==> src/sv/u2l_pkg.sv <==
// shared types, constants and fold table of the utf8 to latin-1 decoder
`default_nettype none

package u2l_pkg;

    typedef enum logic [1:0] {
        ST_OK         = 2'd0,
        ST_INVALID    = 2'd1,
        ST_OUTSIDE    = 2'd2,
        ST_INCOMPLETE = 2'd3
    } u2l_status_t;

    typedef enum logic [1:0] {
        CFG_UTF8_ENABLE = 2'd0,
        CFG_WIDE_OUTPUT = 2'd1,
        CFG_FOLD_ENABLE = 2'd2
    } u2l_cfg_idx_t;

    localparam int CODE_W  = 21;
    localparam int LEN_W   = 3;
    localparam int CFG_IDX_W = 2;

    localparam logic [CODE_W-1:0] LATIN1_MAX = 21'h0000FF;
    localparam logic [CODE_W-1:0] CODE_BOM   = 21'h00FEFF;
    localparam logic [7:0]        CHAR_SPACE = 8'h20;

    typedef struct packed {
        logic [7:0] data_byte;
        logic       end_of_text;
    } u2l_in_t;

    typedef struct packed {
        logic [CODE_W-1:0] char_code;
        logic [LEN_W-1:0]  seq_length;
        u2l_status_t       status;
    } u2l_out_t;

    typedef struct packed {
        logic utf8_enable;
        logic wide_output;
        logic fold_enable;
    } u2l_cfg_t;

    typedef struct packed {
        logic     has;
        u2l_out_t data;
    } u2l_res_t;

    // latin-1 lookalikes of punctuation, space and symbol codes, zero when the code has none
    function automatic logic [7:0] u2l_fold(input logic [CODE_W-1:0] c);
        logic [7:0] f;
        f = 8'h00;
        if (c >= 21'h00201C && c <= 21'h00201F) begin
            f = 8'h22;
        end else if (c >= 21'h002018 && c <= 21'h00201B) begin
            f = 8'h27;
        end else if (c >= 21'h002010 && c <= 21'h002015) begin
            f = 8'h2D;
        end else if (c >= 21'h002000 && c <= 21'h00200A) begin
            f = 8'h20;
        end else if (c == 21'h002022) begin
            f = 8'hB7;
        end else if (c == 21'h0020AC) begin
            f = 8'h80;
        end else if (c == 21'h002122) begin
            f = 8'h99;
        end
        return f;
    endfunction

endpackage

`default_nettype wire

==> src/sv/u2l_in_reg.sv <==
// input register stage of the decoder
`default_nettype none

module u2l_in_reg (
    input  wire logic             aclk,
    input  wire logic             aresetn,
    input  wire logic             s_valid,
    output logic                  s_ready,
    input  wire u2l_pkg::u2l_in_t s_data,
    output logic                  q_valid,
    output u2l_pkg::u2l_in_t      q_data,
    input  wire logic             q_pop
);
    import u2l_pkg::*;

    logic     valid_reg;
    logic     valid_next;
    u2l_in_t  data_reg;

    assign s_ready = !valid_reg || q_pop;
    assign q_valid = valid_reg;
    assign q_data  = data_reg;

    always_comb begin
        valid_next = valid_reg;
        if (s_valid && s_ready) begin
            valid_next = 1'b1;
        end else if (q_pop) begin
            valid_next = 1'b0;
        end
    end

    always_ff @(posedge aclk) begin
        if (!aresetn) begin
            valid_reg <= 1'b0;
        end else begin
            valid_reg <= valid_next;
        end
    end

    always_ff @(posedge aclk) begin
        if (s_valid && s_ready) begin
            data_reg <= s_data;
        end
    end

endmodule

`default_nettype wire

==> src/sv/u2l_decode.sv <==
// sequence state and single-pass decode of one byte
`default_nettype none

module u2l_decode (
    input  wire logic             aclk,
    input  wire logic             aresetn,
    input  wire u2l_pkg::u2l_cfg_t cfg,
    input  wire logic             in_valid,
    input  wire u2l_pkg::u2l_in_t in_data,
    input  wire logic             out_ready,
    output logic                  fire,
    output u2l_pkg::u2l_res_t     res
);
    import u2l_pkg::*;

    logic [1:0]        pend_reg;
    logic [1:0]        pend_next;
    logic [LEN_W-1:0]  seq_reg;
    logic [LEN_W-1:0]  seq_next;
    logic [CODE_W-1:0] acc_reg;
    logic [CODE_W-1:0] acc_next;

    logic [7:0]        b;
    logic              eot;
    logic [CODE_W-1:0] merged;
    logic [7:0]        folded;
    u2l_res_t          r;

    assign b   = in_data.data_byte;
    assign eot = in_data.end_of_text;

    always_comb begin
        case (pend_reg)
            2'd3:    merged = acc_reg | {3'b000, b[5:0], 12'h000};
            2'd2:    merged = acc_reg | {9'h000, b[5:0], 6'h00};
            default: merged = acc_reg | {15'h0000, b[5:0]};
        endcase
    end

    assign folded = cfg.fold_enable ? u2l_fold(merged) : 8'h00;

    always_comb begin
        r.has             = 1'b0;
        r.data.char_code  = '0;
        r.data.seq_length = 3'd1;
        r.data.status     = ST_OK;
        pend_next         = pend_reg;
        seq_next          = seq_reg;
        acc_next          = acc_reg;

        if (!cfg.utf8_enable) begin
            r.has            = 1'b1;
            r.data.char_code = {13'h0000, b};
            pend_next        = 2'd0;
            seq_next         = '0;
            acc_next         = '0;
        end else if (pend_reg == 2'd0) begin
            if (!b[7]) begin
                r.has            = 1'b1;
                r.data.char_code = {13'h0000, b};
            end else if (!b[6]) begin
                r.has            = 1'b1;
                r.data.char_code = (b[5:0] != 6'h00) ? {15'h0000, b[5:0]}
                                                     : {13'h0000, b};
            end else if (!b[5]) begin
                acc_next  = {10'h000, b[4:0], 6'h00};
                seq_next  = 3'd2;
                pend_next = 2'd1;
            end else if (!b[4]) begin
                acc_next  = {5'h00, b[3:0], 12'h000};
                seq_next  = 3'd3;
                pend_next = 2'd2;
            end else if (!b[3]) begin
                acc_next  = {b[2:0], 18'h00000};
                seq_next  = 3'd4;
                pend_next = 2'd3;
            end else begin
                r.has         = 1'b1;
                r.data.status = ST_INVALID;
            end
            // lead byte on the last transfer of the text
            if (eot && !r.has) begin
                r.has         = 1'b1;
                r.data.status = ST_INCOMPLETE;
                pend_next     = 2'd0;
                seq_next      = '0;
                acc_next      = '0;
            end
        end else begin
            pend_next = pend_reg - 2'd1;
            acc_next  = merged;
            if (pend_reg == 2'd1) begin
                r.has             = 1'b1;
                r.data.seq_length = seq_reg;
                pend_next         = 2'd0;
                seq_next          = '0;
                acc_next          = '0;
                if (merged == '0) begin
                    r.data.status = ST_INVALID;
                end else if (cfg.wide_output || merged <= LATIN1_MAX) begin
                    r.data.char_code = merged;
                end else if (merged == CODE_BOM) begin
                    r.data.char_code = {13'h0000, CHAR_SPACE};
                end else if (folded != 8'h00) begin
                    r.data.char_code = {13'h0000, folded};
                end else begin
                    r.data.status = ST_OUTSIDE;
                end
            end else if (eot) begin
                r.has             = 1'b1;
                r.data.status     = ST_INCOMPLETE;
                r.data.seq_length = seq_reg - {1'b0, pend_reg - 2'd1};
                pend_next         = 2'd0;
                seq_next          = '0;
                acc_next          = '0;
            end
        end
    end

    assign res  = r;
    assign fire = in_valid && (!r.has || out_ready);

    always_ff @(posedge aclk) begin
        if (!aresetn) begin
            pend_reg <= 2'd0;
            seq_reg  <= '0;
            acc_reg  <= '0;
        end else if (fire) begin
            pend_reg <= pend_next;
            seq_reg  <= seq_next;
            acc_reg  <= acc_next;
        end
    end

endmodule

`default_nettype wire

==> src/sv/u2l_out_reg.sv <==
// result register stage of the decoder
`default_nettype none

module u2l_out_reg (
    input  wire logic              aclk,
    input  wire logic              aresetn,
    input  wire logic              load,
    input  wire u2l_pkg::u2l_out_t load_data,
    output logic                   load_ready,
    output logic                   m_valid,
    input  wire logic              m_ready,
    output u2l_pkg::u2l_out_t      m_data
);
    import u2l_pkg::*;

    logic     valid_reg;
    logic     valid_next;
    u2l_out_t data_reg;

    assign load_ready = !valid_reg || m_ready;
    assign m_valid    = valid_reg;
    assign m_data     = data_reg;

    always_comb begin
        valid_next = valid_reg;
        if (load) begin
            valid_next = 1'b1;
        end else if (m_ready) begin
            valid_next = 1'b0;
        end
    end

    always_ff @(posedge aclk) begin
        if (!aresetn) begin
            valid_reg <= 1'b0;
        end else begin
            valid_reg <= valid_next;
        end
    end

    always_ff @(posedge aclk) begin
        if (load) begin
            data_reg <= load_data;
        end
    end

endmodule

`default_nettype wire

==> src/sv/utf8_to_latin1_decoder.sv <==
// top level of the utf8 to latin-1 decoder
//
//   channel  prefix  direction  payload
//   input    s_      in         u2l_in_t  (data_byte, end_of_text)
//   result   m_      out        u2l_out_t (char_code, seq_length, status)
//   config   cfg_    in         cfg_index, cfg_data
//
// one byte accepted per cycle unless a stalled result register holds it back; a result is offered
// once its last byte has moved from the input register to the result register
// bytes that only extend a pending sequence give no result and never stall
// aresetn is synchronous; it empties both registers and drops any pending sequence
// a stalled result register holds back only bytes that would produce a result
`default_nettype none

module utf8_to_latin1_decoder (
    input  wire logic                     aclk,
    input  wire logic                     aresetn,
    input  wire logic                     s_valid,
    output logic                          s_ready,
    input  wire u2l_pkg::u2l_in_t         s_data,
    output logic                          m_valid,
    input  wire logic                     m_ready,
    output u2l_pkg::u2l_out_t             m_data,
    input  wire logic                     cfg_valid,
    output logic                          cfg_ready,
    input  wire logic [u2l_pkg::CFG_IDX_W-1:0] cfg_index,
    input  wire logic                     cfg_data
);
    import u2l_pkg::*;

    u2l_cfg_t cfg_reg;
    u2l_cfg_t cfg_next;

    logic     q_valid;
    u2l_in_t  q_data;
    logic     fire;
    logic     load_ready;
    u2l_res_t res;

    assign cfg_ready = 1'b1;

    always_comb begin
        cfg_next = cfg_reg;
        if (cfg_valid) begin
            case (cfg_index)
                CFG_UTF8_ENABLE: cfg_next.utf8_enable = cfg_data;
                CFG_WIDE_OUTPUT: cfg_next.wide_output = cfg_data;
                CFG_FOLD_ENABLE: cfg_next.fold_enable = cfg_data;
                default:         cfg_next = cfg_reg;
            endcase
        end
    end

    always_ff @(posedge aclk) begin
        if (!aresetn) begin
            cfg_reg.utf8_enable <= 1'b1;
            cfg_reg.wide_output <= 1'b0;
            cfg_reg.fold_enable <= 1'b1;
        end else begin
            cfg_reg <= cfg_next;
        end
    end

    u2l_in_reg u_in_reg (
        .aclk    (aclk),
        .aresetn (aresetn),
        .s_valid (s_valid),
        .s_ready (s_ready),
        .s_data  (s_data),
        .q_valid (q_valid),
        .q_data  (q_data),
        .q_pop   (fire)
    );

    u2l_decode u_decode (
        .aclk      (aclk),
        .aresetn   (aresetn),
        .cfg       (cfg_reg),
        .in_valid  (q_valid),
        .in_data   (q_data),
        .out_ready (load_ready),
        .fire      (fire),
        .res       (res)
    );

    u2l_out_reg u_out_reg (
        .aclk       (aclk),
        .aresetn    (aresetn),
        .load       (fire && res.has),
        .load_data  (res.data),
        .load_ready (load_ready),
        .m_valid    (m_valid),
        .m_ready    (m_ready),
        .m_data     (m_data)
    );

endmodule

`default_nettype wire

==> config.mk <==
export PLATFORM = sky130hd
export DESIGN_NAME = utf8_to_latin1_decoder
export DESIGN_NICKNAME = d
export VERILOG_FILES = /design/src/sv/u2l_pkg.sv /design/src/sv/u2l_in_reg.sv /design/src/sv/u2l_decode.sv /design/src/sv/u2l_out_reg.sv /design/src/sv/utf8_to_latin1_decoder.sv
export SDC_FILE = /design/constraint.sdc
export NUM_CORES = 1
export LEC_CHECK = 0
export BUFFER_PORTS_ARGS = -buffer_cell sky130_fd_sc_hd__buf_2
export CORE_MARGIN = 5
export CORE_UTILIZATION = 50
export CTS_BUF_LIST = sky130_fd_sc_hd__clkbuf_8
export DETAILED_ROUTE_END_ITERATION = 8
export HOLD_SLACK_MARGIN = 0.05
export PLACE_DENSITY = 0.81
export SLEW_MARGIN = 20
export SYNTH_ARGS = -nofsm -noshare
export SYNTH_HDL_FRONTEND = slang
export SYNTH_SLANG_ARGS = --single-unit
==> constraint.sdc <==
create_clock -name aclk -period 4.23 [get_ports aclk]
set_input_delay 0.423 -clock aclk [delete_from_list [all_inputs] [get_ports aclk]]
set_output_delay 0.423 -clock aclk [all_outputs]
set_load 0.02 [all_outputs]
==> reports/qor_table.md, run 1 <==
| Item | This run |
|---|---|
| Result of the run | finished, final reports clean |
| Leak Pwr | 0.00161 µW |
| Vias per cell | 6.07 |
| Largest net degree at the start of global routing | 26 |
| Final antenna diode count | 0 |
| Number of hold-repair buffers added at the cts stage | 0 |
| First-pass GRT wire length | 14900 µm |
| Number of setup buffers added after CTS | 0 |
| Pwr Total | 1550 µW |
| Iteration-0 DRC count of the detailed router | 312 |
| Floorplan die width | 93.6 µm |
| Die area | 0.00877 mm² |
| Type of element launching the critical path | flop |
| Slowest stage cell, crit path | sky130_fd_sc_hd__a211oi_2 |
| Number of endpoints with negative hold slack in the final report | 0 |
| Yosys warnings | 0 |
| Clock sink total | 66 |
| Synthesized area per cell | 9.53 µm² |
| Post-synth ARST share | 0% |
| Number of flops mapped to enable cells by yosys | 35 |
| Max reg flops | 26 |
| Endpoint of the worst register-to-register path | u_out_reg.m_data[5]$_DFFE_PP_ |
| Depth of the CTS H-tree | 3 |
| Setup Total Neg Slack | 0 ps |
| WHS Path Cells | 1 |
| Met2 capacity usage during global routing | 35.5% |
| Post-detailed-route DRC marker count | 0 |
| Share of cells above drive strength 1 | 19.6% |
| Number of buffers inserted during clock tree synthesis | 9 |
| Synthesized instance count | 367 |
| Number of routed nets with antenna violations | 0 |
| Delay of the slowest cell on the worst path | 600 ps |
| Part of the Yosys area used for sequential elements | 47.8% |
| Root Buffer | sky130_fd_sc_hd__clkbuf_8 |
| Initial Util | 51.5% |
| Final number of max-transition violations | 0 |
| RSZ-0062 raised after global routing | false |
| Most common library cell in the layout ignoring fill and taps | sky130_fd_sc_hd__buf_2 |
| Worst min-delay path class | in -> reg |
| GR met3 Demand/Resource | 5.39% |
| Most frequently used flop master after synthesis | sky130_fd_sc_hd__edfxtp_1 |
| Fraction of the cycle the final worst path needs | 81.4% |
| Crit path DAT | 3680 ps |
| Max Buffers Root-to-Sink | 2 |
| Max Cap Violations | 0 |
| Max Fclk | 0.290 GHz |
| Post-layout net count | 428 |
| Vert. Die Dim | 93.6 µm |
| Post-Synthesis Cell Area | 0.00350 mm² |
| Global-route congestion overflow total | 0 |
| Number of antenna violations at the first check in global routing | 0 |
| Vias after detailed routing | 3063 |
| Top Ports | 46 |
| Grt met1 use | 28.4% |
| Avg WL per Cell | 18.2 µm |
| Clock tree from TritonCTS | done |
| Type of element capturing the critical path | flop |
| Worst Reg-to-Reg Cells | 10 |
| Worst reg-to-reg setup slack | 790 ps |
| HPWL after DPL | 6640 µm |
| Max Clock Skew | 6.90 ps |
| Commonest cells after routing, fill and taps aside | 44 x sky130_fd_sc_hd__buf_2, 37 x sky130_fd_sc_hd__nand2_1, 35 x sky130_fd_sc_hd__edfxtp_1 |
| Synth Net Count | 391 |
| Synthesized flop and latch total | 66 |
| Clock transition at the registers of the reported paths | 70 ps |
| Post-cts gate resize count | 0 |
| Min-Delay Startpoint | s_data[6] |
| Layout filler cell count | 606 |
| Worst-case headroom to the max-slew limit | 51.2% |
| Via count of the first global-routing pass | 2876 |
| Buffers added on ports | 44 |
| Slew at the pin with the worst max-slew slack | 730 ps |
| Row cnt | 30 |
| Critical path data required time | 4460 ps |
| End point of the worst hold path | u_in_reg.q_data[6]$_DFFE_PP_ |
| Number of search-and-repair iterations in the first detailed-routing pass | 5 |
| Layer with the highest usage | met2 |
| Startpoint-to-endpoint class of the critical path | reg -> reg |
| Library cells used by synthesis | 60 |
| GR Util All Layers | 22.0% |
| Endpoints failing setup | 0 |
| Crit path cell chain | inv_1, ha_1, or2_1, a21oi_1, o22ai_1, nor3_1, a211oi_2, nand3_1, a31oi_1, a221o_1 |
| Routability cong. | 0.995 |
| Clk Latency, worst-skew pair | 360 ps |
| Layout Area Growth over Synthesis | 14.1% |
| Total wire length | 9170 µm |
| Final critical path time including I/O delays and setup | 3440 ps |
| Worst-path maximum fanout | 14 |
| Standard cell core area | 0.00679 mm² |
| Worst-case vdd ir drop | 0.218 mV |
| PD cells | 388 mW/mm² |
| Startpoint of the worst register-to-register path | u_decode.pend_reg[0]$_SDFFE_PN0P_ |
## critical path, delay by kind of cell, from the launching register on
family	cells	cell delay, ps
AOI/OAI and AO/OA	5	1540
and+or+nand+nor	3	770
adders and majority gates	1	500
DFF	1	350
buffers and inverters	1	150
## kinds of logic (layout without fill, tap and decap cells)
group           Yosys count  after routing  synth area share, %
compound gates          120            120                 24.6
fa+ha+maj                 7              7                 2.72
buf+inv                  35             77                 3.97
flops                    66             66                 47.8
mux                       3              3                0.859
other cells               1              1                0.107
simple gates            135            135                 20.0
## layer usage
metal / wire (µm) / vias to the layer above
met4: 210 / 0
met5: 0 / -
met3: 618 / 25
met2: 4280 / 137
met1: 4060 / 1462
li1: - / 1439
## worst max path at each step
stage                                       from                        endpoint  slack, ps
4_1_cts        u_decode.pend_reg[0]$_SDFFE_PN0P_   u_out_reg.m_data[7]$_DFFE_PP_        810
2_1_floorplan  u_decode.pend_reg[0]$_SDFFE_PN0P_  u_out_reg.m_data[12]$_DFFE_PP_       1360
6_report       u_decode.pend_reg[0]$_SDFFE_PN0P_   u_out_reg.m_data[5]$_DFFE_PP_        790
3_5_place_dp   u_decode.pend_reg[0]$_SDFFE_PN0P_   u_out_reg.m_data[7]$_DFFE_PP_        840
3_3_place_gp   u_decode.pend_reg[0]$_SDFFE_PN0P_  u_out_reg.m_data[11]$_DFFE_PP_        880
5_1_grt        u_decode.pend_reg[0]$_SDFFE_PN0P_   u_out_reg.m_data[5]$_DFFE_PP_        410
## cells in the mapped netlist (3+ instances only)
| master | number | area [µm²] |
|---|---|---|
| sky130_fd_sc_hd__nand2_1 | 37 | 139 |
| sky130_fd_sc_hd__edfxtp_1 | 35 | 1050 |
| sky130_fd_sc_hd__a21oi_1 | 34 | 170 |
| sky130_fd_sc_hd__dfxtp_1 | 31 | 621 |
| sky130_fd_sc_hd__nor2_1 | 29 | 109 |
| sky130_fd_sc_hd__clkbuf_1 | 18 | 67.6 |
| sky130_fd_sc_hd__o21ai_0 | 14 | 70.1 |
| sky130_fd_sc_hd__inv_1 | 11 | 41.3 |
| sky130_fd_sc_hd__a31oi_1 | 10 | 62.6 |
| sky130_fd_sc_hd__nand3_1 | 10 | 50.1 |
| sky130_fd_sc_hd__nor2b_1 | 10 | 62.6 |
| sky130_fd_sc_hd__nor3_1 | 10 | 50.1 |
| sky130_fd_sc_hd__o211a_1 | 8 | 80.1 |
| sky130_fd_sc_hd__a21o_1 | 7 | 52.6 |
| sky130_fd_sc_hd__a22oi_1 | 6 | 45.0 |
| sky130_fd_sc_hd__ha_1 | 6 | 75.1 |
| sky130_fd_sc_hd__o211ai_1 | 6 | 45.0 |
| sky130_fd_sc_hd__and2_1 | 5 | 31.3 |
| sky130_fd_sc_hd__and3_1 | 5 | 31.3 |
| sky130_fd_sc_hd__nand2b_1 | 5 | 31.3 |
| sky130_fd_sc_hd__nor4_1 | 5 | 31.3 |
| sky130_fd_sc_hd__or2_2 | 5 | 31.3 |
| sky130_fd_sc_hd__a211oi_1 | 4 | 30.0 |
| sky130_fd_sc_hd__a21boi_0 | 4 | 30.0 |
| sky130_fd_sc_hd__o21ai_1 | 4 | 20.0 |
| sky130_fd_sc_hd__a22o_1 | 3 | 26.3 |
| sky130_fd_sc_hd__buf_2 | 3 | 15.0 |
| sky130_fd_sc_hd__mux2i_1 | 3 | 30.0 |
| sky130_fd_sc_hd__o31ai_1 | 3 | 22.5 |
## final cells by class
| type | instances | area (µm²) | area share, % |
|---|---|---|---|
| Clock buffer | 9 | 124 | 3.10 |
| Multi-Input combinational cell | 266 | 1690 | 42.3 |
| Tap cell | 96 | 120 | 3.01 |
| Sequential cell | 66 | 1670 | 41.9 |
| Timing Repair Buffer | 49 | 258 | 6.46 |
| Clock inverter | 7 | 83.8 | 2.10 |
| Inverter | 12 | 45.0 | 1.13 |
## stage by stage
stage	util, %	setup slack [ps]	std cells	instance area, µm²	hold WS, ps
after global placement	55.7	878	489	3780	468
after floorplan	-	1360	367	3500	438
after CTS	58.7	814	505	3990	238
final	58.7	786	505	3990	238
after global routing	58.7	409	505	3990	228
after detailed placement	55.7	844	489	3780	479
## where the power goes
part | leakage (µW) | switching, µW | internal [µW]
Clock | 0.000112 | 249 | 326
Sequential | 0.000591 | 22.1 | 706
Combinational | 0.000910 | 159 | 84.4
Total | 0.00161 | 431 | 1120
Note: power is estimated with default switching activity, not from simulation.
==> run 2, diff against run 1 <==
==> constraint.sdc (replaced) <==
create_clock -name aclk -period 3.35 [get_ports aclk]
set_input_delay 0.335 -clock aclk [delete_from_list [all_inputs] [get_ports aclk]]
set_output_delay 0.335 -clock aclk [all_outputs]
set_load 0.02 [all_outputs]
==> reports/qor_table.md, run 2 (synthesis gave the netlist of run 1 again) <==
| Item | This run | vs previous |
|---|---|---|
| Result of the run | finished, final reports clean | unchanged |
| Leak Pwr | 0.00168 µW | was 0.00161 µW |
| Layout filler cell count | 597 | was 606 |
| Routability cong. | 1.02 | was 0.995 |
| Worst-path maximum fanout | 8 | was 14 |
| Met3 wire length | 671 µm | was 618 µm |
| Final number of max-transition violations | 0 | unchanged |
| Commonest cells after routing, fill and taps aside | 44 x sky130_fd_sc_hd__buf_2, 37 x sky130_fd_sc_hd__nand2_1, 35 x sky130_fd_sc_hd__edfxtp_1 | unchanged |
| Minimum setup slack after placement | 158 ps | was 844 ps |
| Post-cts gate resize count | 0 | unchanged |
| Root Buffer | sky130_fd_sc_hd__clkbuf_8 | unchanged |
| Crit path cell chain | inv_1, ha_1, or2_1, a21oi_1, o211ai_1, nor4_1, nand2_1, a21boi_0, a221oi_1, nor3_1 | was inv_1, ha_1, or2_1, a21oi_1, o22ai_1, nor3_1, a211oi_2, nand3_1, a31oi_1, a221o_1 |
| Number of hold-repair buffers added at the cts stage | 0 | unchanged |
| Most common library cell in the layout ignoring fill and taps | sky130_fd_sc_hd__buf_2 | unchanged |
| Critical path data required time | 3530 ps | was 4460 ps |
| Setup WS post-layout | 238 ps | was 786 ps |
| Uppermost routed layer | met4 | unchanged |
| Startpoint of the worst register-to-register path | u_decode.pend_reg[0]$_SDFFE_PN0P_ | unchanged |
| Startpoint-to-endpoint class of the critical path | reg -> reg | unchanged |
| RSZ-0062 raised after global routing | false | unchanged |
| Delay of the slowest cell on the worst path | 450 ps | was 600 ps |
| Switching share of power | 27.7% | was 27.9% |
| Via count of the first global-routing pass | 2970 | was 2876 |
| Worst-case headroom to the max-slew limit | 52.6% | was 51.2% |
| Final-layout worst hold slack | 163 ps | was 238 ps |
| Worst min-delay path class | in -> reg | unchanged |
| Max Clock Skew | 9.90 ps | was 6.90 ps |
| Fraction of power consumed by the clock network | 36.9% | was 37.2% |
| Crit path DAT | 3290 ps | was 3680 ps |
| PD cells | 478 mW/mm² | was 388 mW/mm² |
| Sequential cell area in the final layout | 0.00167 mm² | unchanged |
| Int Pwr | 1430 µW | was 1120 µW |
| Vias per cell | 5.95 | was 6.07 |
| First-pass GRT wire length | 14800 µm | was 14900 µm |
| Endpoints failing setup | 0 | unchanged |
| Number of setup buffers added after CTS | 0 | unchanged |
| Global-route congestion overflow total | 0 | unchanged |
| Buffers added on ports | 44 | unchanged |
| Number of search-and-repair iterations in the first detailed-routing pass | 5 | unchanged |
| Dpl cell area | 0.00390 mm² | was 0.00378 mm² |
| Fraction of the cycle the final worst path needs | 92.9% | was 81.4% |
| Clock tree from TritonCTS | done | unchanged |
| Share of cells above drive strength 1 | 23.6% | was 19.6% |
| Final antenna diode count | 0 | unchanged |
| Number of endpoints with negative hold slack in the final report | 0 | unchanged |
| Vert. Die Dim | 93.6 µm | unchanged |
| Standard cell core area | 0.00679 mm² | unchanged |
| Area used by multi-input combinational logic | 0.00171 mm² | was 0.00169 mm² |
| Min-Delay Startpoint | s_data[5] | was s_data[6] |
| Post-layout net count | 443 | was 428 |
| Type of element launching the critical path | flop | unchanged |
| Setup Total Neg Slack | 0 ps | unchanged |
| Total routed wire length on the met1 layer | 4080 µm | was 4060 µm |
| Depth of the CTS H-tree | 3 | unchanged |
| Post-detailed-route DRC marker count | 0 | unchanged |
| Vias after detailed routing | 3094 | was 3063 |
| Post-Layout Inst Area | 0.00413 mm² | was 0.00399 mm² |
| Slowest stage cell, crit path | sky130_fd_sc_hd__nor4_1 | was sky130_fd_sc_hd__a211oi_2 |
| Number of buffers inserted during clock tree synthesis | 9 | unchanged |
| Clk Latency, worst-skew pair | 350 ps | was 360 ps |
| Top Ports | 46 | unchanged |
| Max Cap Violations | 0 | unchanged |
| Avg WL per Cell | 17.6 µm | was 18.2 µm |
| Floorplan die width | 93.6 µm | unchanged |
| HPWL after DPL | 6770 µm | was 6640 µm |
| Largest net degree at the start of global routing | 26 | unchanged |
| Routed met2 length | 4210 µm | was 4280 µm |
| Slew at the pin with the worst max-slew slack | 710 ps | was 730 ps |
| Max Fclk | 0.321 GHz | was 0.290 GHz |
| Final critical path time including I/O delays and setup | 3110 ps | was 3440 ps |
| Gate power share | 16.8% | was 15.8% |
| GR Util All Layers | 22.0% | about the same |
| Iteration-0 DRC count of the detailed router | 243 | was 312 |
| Max Buffers Root-to-Sink | 2 | unchanged |
| Clock transition at the registers of the reported paths | 70 ps | about the same |
| Worst-case vdd ir drop | 0.440 mV | was 0.218 mV |
| Share of total power in sequential cells | 46.3% | was 47.1% |
| Max reg flops | 26 | unchanged |
| Initial Util | 51.5% | unchanged |
| Total wire length | 9170 µm | about the same |
| Layout Area Growth over Synthesis | 18.2% | was 14.1% |
| Die area | 0.00877 mm² | unchanged |
| Type of element capturing the critical path | flop | unchanged |
| Row cnt | 30 | unchanged |
| Number of antenna violations at the first check in global routing | 0 | unchanged |
| Number of routed nets with antenna violations | 0 | unchanged |
| Worst Setup SP | u_decode.pend_reg[0]$_SDFFE_PN0P_ | unchanged |
| Clock sink total | 66 | unchanged |
| Switching power of the nets | 548 µW | was 431 µW |
run 2: path summary, 6_finish.rpt:
path / to / slack (ps) / cells after the start
setup / recovery: u_out_reg.m_data[12]$_DFFE_PP_ / 240 / 10
setup reg to reg: u_out_reg.m_data[12]$_DFFE_PP_ / 240 / 10
hold / removal: u_in_reg.q_data[5]$_DFFE_PP_ / 160 / 1
hold reg to reg: u_decode.acc_reg[5]$_SDFFE_PN0P_ / 490 / 2
run 2: area by class of cell:
type | count | area share [%]
Multi-Input combinational cell | 266 | 41.4
Sequential cell | 66 | 40.4
Timing Repair Buffer | 64 | 8.96
Clock buffer | 9 | 3.00
Tap cell | 96 | 2.91
Clock inverter | 7 | 2.24
Inverter | 12 | 1.09
run 2: power by group through the flow:
stage | clock network, µW | logic, µW | registers (µW)
after floorplan | 0 | 205 | 947
after global placement | 0 | 321 | 931
after detailed placement | 0 | 323 | 932
after CTS | 736 | 326 | 914
after global routing | 781 | 362 | 918
final | 729 | 333 | 915
run 2: routing by layer:
| metal | vias to the layer above | GRT usage (%) |
|---|---|---|
| li1 | 1463 | - |
| met1 | 1462 | 28.5 |
| met2 | 151 | 35.3 |
| met3 | 18 | 4.34 |
| met4 | 0 | 10.3 |
| met5 | - | 0 |
run 2: through the flow:
stage	cells	total power, µW	utilization, %
6_report	520	1980	60.8
5_1_grt	520	2060	60.8
4_1_cts	520	1980	60.5
3_5_place_dp	504	1260	57.3
3_3_place_gp	504	1250	57.3
2_1_floorplan	367	1150	-
run 2: worst max-delay path: cells and delay by family (launching register included):
kind                       cells  cell delay, ps
and+or+nand+nor                4            1150
AOI/OAI and AO/OA              4             980
DFF                            1             420
adders and majority gates      1             270
buffers and inverters          1             130
==> run 3, diff against run 2 <==
--- a/config.mk
+++ b/config.mk
@@ -11,7 +11,7 @@
 export CTS_BUF_LIST = sky130_fd_sc_hd__clkbuf_8
 export DETAILED_ROUTE_END_ITERATION = 8
 export HOLD_SLACK_MARGIN = 0.05
-export PLACE_DENSITY = 0.81
+export PLACE_DENSITY = 0.71
 export SLEW_MARGIN = 20
 export SYNTH_ARGS = -nofsm -noshare
 export SYNTH_HDL_FRONTEND = slang
==> reports/qor_table.md, run 3 (synthesis gave the netlist of run 1 again) <==
| Item | This run | vs previous |
|---|---|---|
| Initial Util | 51.5% | unchanged |
| Delay of the slowest cell on the worst path | 420 ps | was 450 ps |
| Global-route congestion overflow total | 0 | unchanged |
| Worst min-delay path class | in -> reg | unchanged |
| Max Buffers Root-to-Sink | 2 | unchanged |
| Leak Pwr | 0.00170 µW | was 0.00168 µW |
| Routability cong. | 0.971 | was 1.02 |
| Final number of max-transition violations | 0 | unchanged |
| Placed cell count | 506 | was 504 |
| HPWL after DPL | 6920 µm | was 6770 µm |
| Fraction of the cycle the final worst path needs | 94.9% | was 92.9% |
| Share of cells above drive strength 1 | 24.2% | was 23.6% |
| Largest net degree at the start of global routing | 26 | unchanged |
| Number of routed nets with antenna violations | 0 | unchanged |
| Number of hold-repair buffers added at the cts stage | 0 | unchanged |
| WHS Path Cells | 1 | unchanged |
| Setup Total Neg Slack | 0 ps | unchanged |
| Layout Area Growth over Synthesis | 18.7% | was 18.2% |
| Worst-case headroom to the max-slew limit | 63.3% | was 52.6% |
| Top Ports | 46 | unchanged |
| GR Util All Layers | 22.9% | was 22.0% |
| PD cells | 481 mW/mm² | was 478 mW/mm² |
| Number of endpoints with negative hold slack in the final report | 0 | unchanged |
| Worst-path maximum fanout | 16 | was 8 |
| Crit path DAT | 3280 ps | was 3290 ps |
| Clk Latency, worst-skew pair | 350 ps | about the same |
| Number of setup buffers added after CTS | 0 | unchanged |
| Buffers added on ports | 44 | unchanged |
| Via count of the first global-routing pass | 2981 | was 2970 |
| Max Fclk | 0.314 GHz | was 0.321 GHz |
| Max reg flops | 26 | unchanged |
| Depth of the CTS H-tree | 3 | unchanged |
| Clock transition at the registers of the reported paths | 80 ps | was 70 ps |
| Standard cell core area | 0.00679 mm² | unchanged |
| Result of the run | finished, final reports clean | unchanged |
| Max Clock Skew | 12.9 ps | was 9.90 ps |
| Number of antenna violations at the first check in global routing | 0 | unchanged |
| Die area | 0.00877 mm² | unchanged |
| End point of the worst hold path | u_in_reg.q_data[2]$_DFFE_PP_ | was u_in_reg.q_data[5]$_DFFE_PP_ |
| Final cell count without fillers | 522 | was 520 |
| Clock sink total | 66 | unchanged |
| Startpoint-to-endpoint class of the critical path | reg -> reg | unchanged |
| Max Cap Violations | 0 | unchanged |
| Vias after detailed routing | 3067 | was 3094 |
| Crit path cell chain | inv_1, ha_1, nand2b_1, a21oi_1, o211ai_4, nor4b_4, a211oi_2, buf_4, nand2_4, inv_2, a221o_1 | was inv_1, ha_1, or2_1, a21oi_1, o211ai_1, nor4_1, nand2_1, a21boi_0, a221oi_1, nor3_1 |
| Post-layout net count | 445 | was 443 |
| Total wire length | 9520 µm | was 9170 µm |
| Worst-case vdd ir drop | 0.248 mV | was 0.440 mV |
| Post-detailed-route DRC marker count | 0 | unchanged |
| Row cnt | 30 | unchanged |
| Avg WL per Cell | 18.2 µm | was 17.6 µm |
| Worst reg-to-reg setup slack | 170 ps | was 240 ps |
| Endpoint of the worst register-to-register path | u_out_reg.m_data[5]$_DFFE_PP_ | was u_out_reg.m_data[12]$_DFFE_PP_ |
| Type of element launching the critical path | flop | unchanged |
| Final critical path time including I/O delays and setup | 3180 ps | was 3110 ps |
| Number of buffers inserted during clock tree synthesis | 9 | unchanged |
| Min-Delay Startpoint | s_data[2] | was s_data[5] |
| Worst Reg-to-Reg Cells | 11 | was 10 |
| Slew at the pin with the worst max-slew slack | 551 ps | was 710 ps |
| Endpoints failing setup | 0 | unchanged |
| RSZ-0062 raised after global routing | false | unchanged |
| Most common library cell in the layout ignoring fill and taps | sky130_fd_sc_hd__buf_2 | unchanged |
| Vias per cell | 5.88 | was 5.95 |
| Number of search-and-repair iterations in the first detailed-routing pass | 7 | was 5 |
| Commonest cells after routing, fill and taps aside | 44 x sky130_fd_sc_hd__buf_2, 37 x sky130_fd_sc_hd__nand2_1, 35 x sky130_fd_sc_hd__edfxtp_1 | unchanged |
| Slowest stage cell, crit path | sky130_fd_sc_hd__dfxtp_1 | was sky130_fd_sc_hd__nor4_1 |
| First-pass GRT wire length | 15300 µm | was 14800 µm |
| Floorplan die width | 93.6 µm | unchanged |
| Iteration-0 DRC count of the detailed router | 249 | was 243 |
| Clock tree from TritonCTS | done | unchanged |
| Root Buffer | sky130_fd_sc_hd__clkbuf_8 | unchanged |
| Final antenna diode count | 0 | unchanged |
| Critical path data required time | 3450 ps | was 3530 ps |
| Vert. Die Dim | 93.6 µm | unchanged |
| Type of element capturing the critical path | flop | unchanged |
| Startpoint of the worst register-to-register path | u_decode.pend_reg[0]$_SDFFE_PN0P_ | unchanged |
| Pwr Total | 2000 µW | was 1980 µW |
==> run 3: cell count changes in the layout (fill, tap and decap cells not counted), sizes merged <==
cell	before	now
buf	64	66
clkinvlp	2	1
inv	13	14
==> run 3: what timing repair did <==
item,in CTS,in global routing
endpoints found under the setup margin,0,3
hold endpoints to repair,0,0
resized for setup,0,5
==> run 3: through the flow <==
step | util [%] | cell area, µm² | worst slack (ps) | hold slack, ps
4_1_cts | 60.8 | 4130 | 160 | 134
5_1_grt | 61.1 | 4150 | 9.91 | 133
2_1_floorplan | - | 3500 | 479 | 434
3_3_place_gp | 57.6 | 3910 | 268 | 485
6_report | 61.1 | 4150 | 169 | 150
3_5_place_dp | 57.6 | 3910 | 166 | 489
==> run 3: routing by layer <==
layer / vias up / routed length, µm / track usage, %
met4: 0 / 220 / 8.78
met2: 122 / 4320 / 36.4
li1: 1468 / - / -
met5: - / 0 / 0
met3: 23 / 573 / 4.26
met1: 1454 / 4410 / 31.1
==> run 3: power by group <==
group | internal, µW | switching [µW] | total, µW
registers | 891 | 23.5 | 915
clock network | 419 | 326 | 745
logic | 123 | 214 | 337
total | 1430 | 564 | 2000
==> run 3: how the worst max path moves through the flow <==
stage,to,startpoint,slack [ps],depth (start not counted)
detailed placement,u_out_reg.m_data[5]$_DFFE_PP_,u_decode.pend_reg[0]$_SDFFE_PN0P_,170,11
CTS,u_out_reg.m_data[5]$_DFFE_PP_,u_decode.pend_reg[0]$_SDFFE_PN0P_,160,11
global route,u_out_reg.m_data[12]$_DFFE_PP_,u_decode.pend_reg[0]$_SDFFE_PN0P_,10,10
finish,u_out_reg.m_data[5]$_DFFE_PP_,u_decode.pend_reg[0]$_SDFFE_PN0P_,170,11
global placement,u_out_reg.m_data[5]$_DFFE_PP_,u_decode.pend_reg[0]$_SDFFE_PN0P_,270,11
floorplan,u_out_reg.m_data[12]$_DFFE_PP_,u_decode.pend_reg[0]$_SDFFE_PN0P_,480,11
==> run 3: area by class of cell <==
cell class / count / area [µm²]
fillers: 601 / 2640
repair buffers: 66 / 385
well taps: 96 / 120
multi-input cells: 266 / 1710
flip-flops and latches: 66 / 1670
inverters: 12 / 45.0
clock inverters: 7 / 95.1
clock buffers: 9 / 124
==> run 3: worst max-delay path, delay by kind of cell, from the launching register on <==
kind | cells | cell delay (ps)
AO/OA/AOI/OAI | 4 | 1020
adder cells (fa/ha/maj) | 1 | 270
buffers and inverters | 3 | 350
flip-flops | 1 | 420
AND/OR/NAND/NOR | 3 | 850
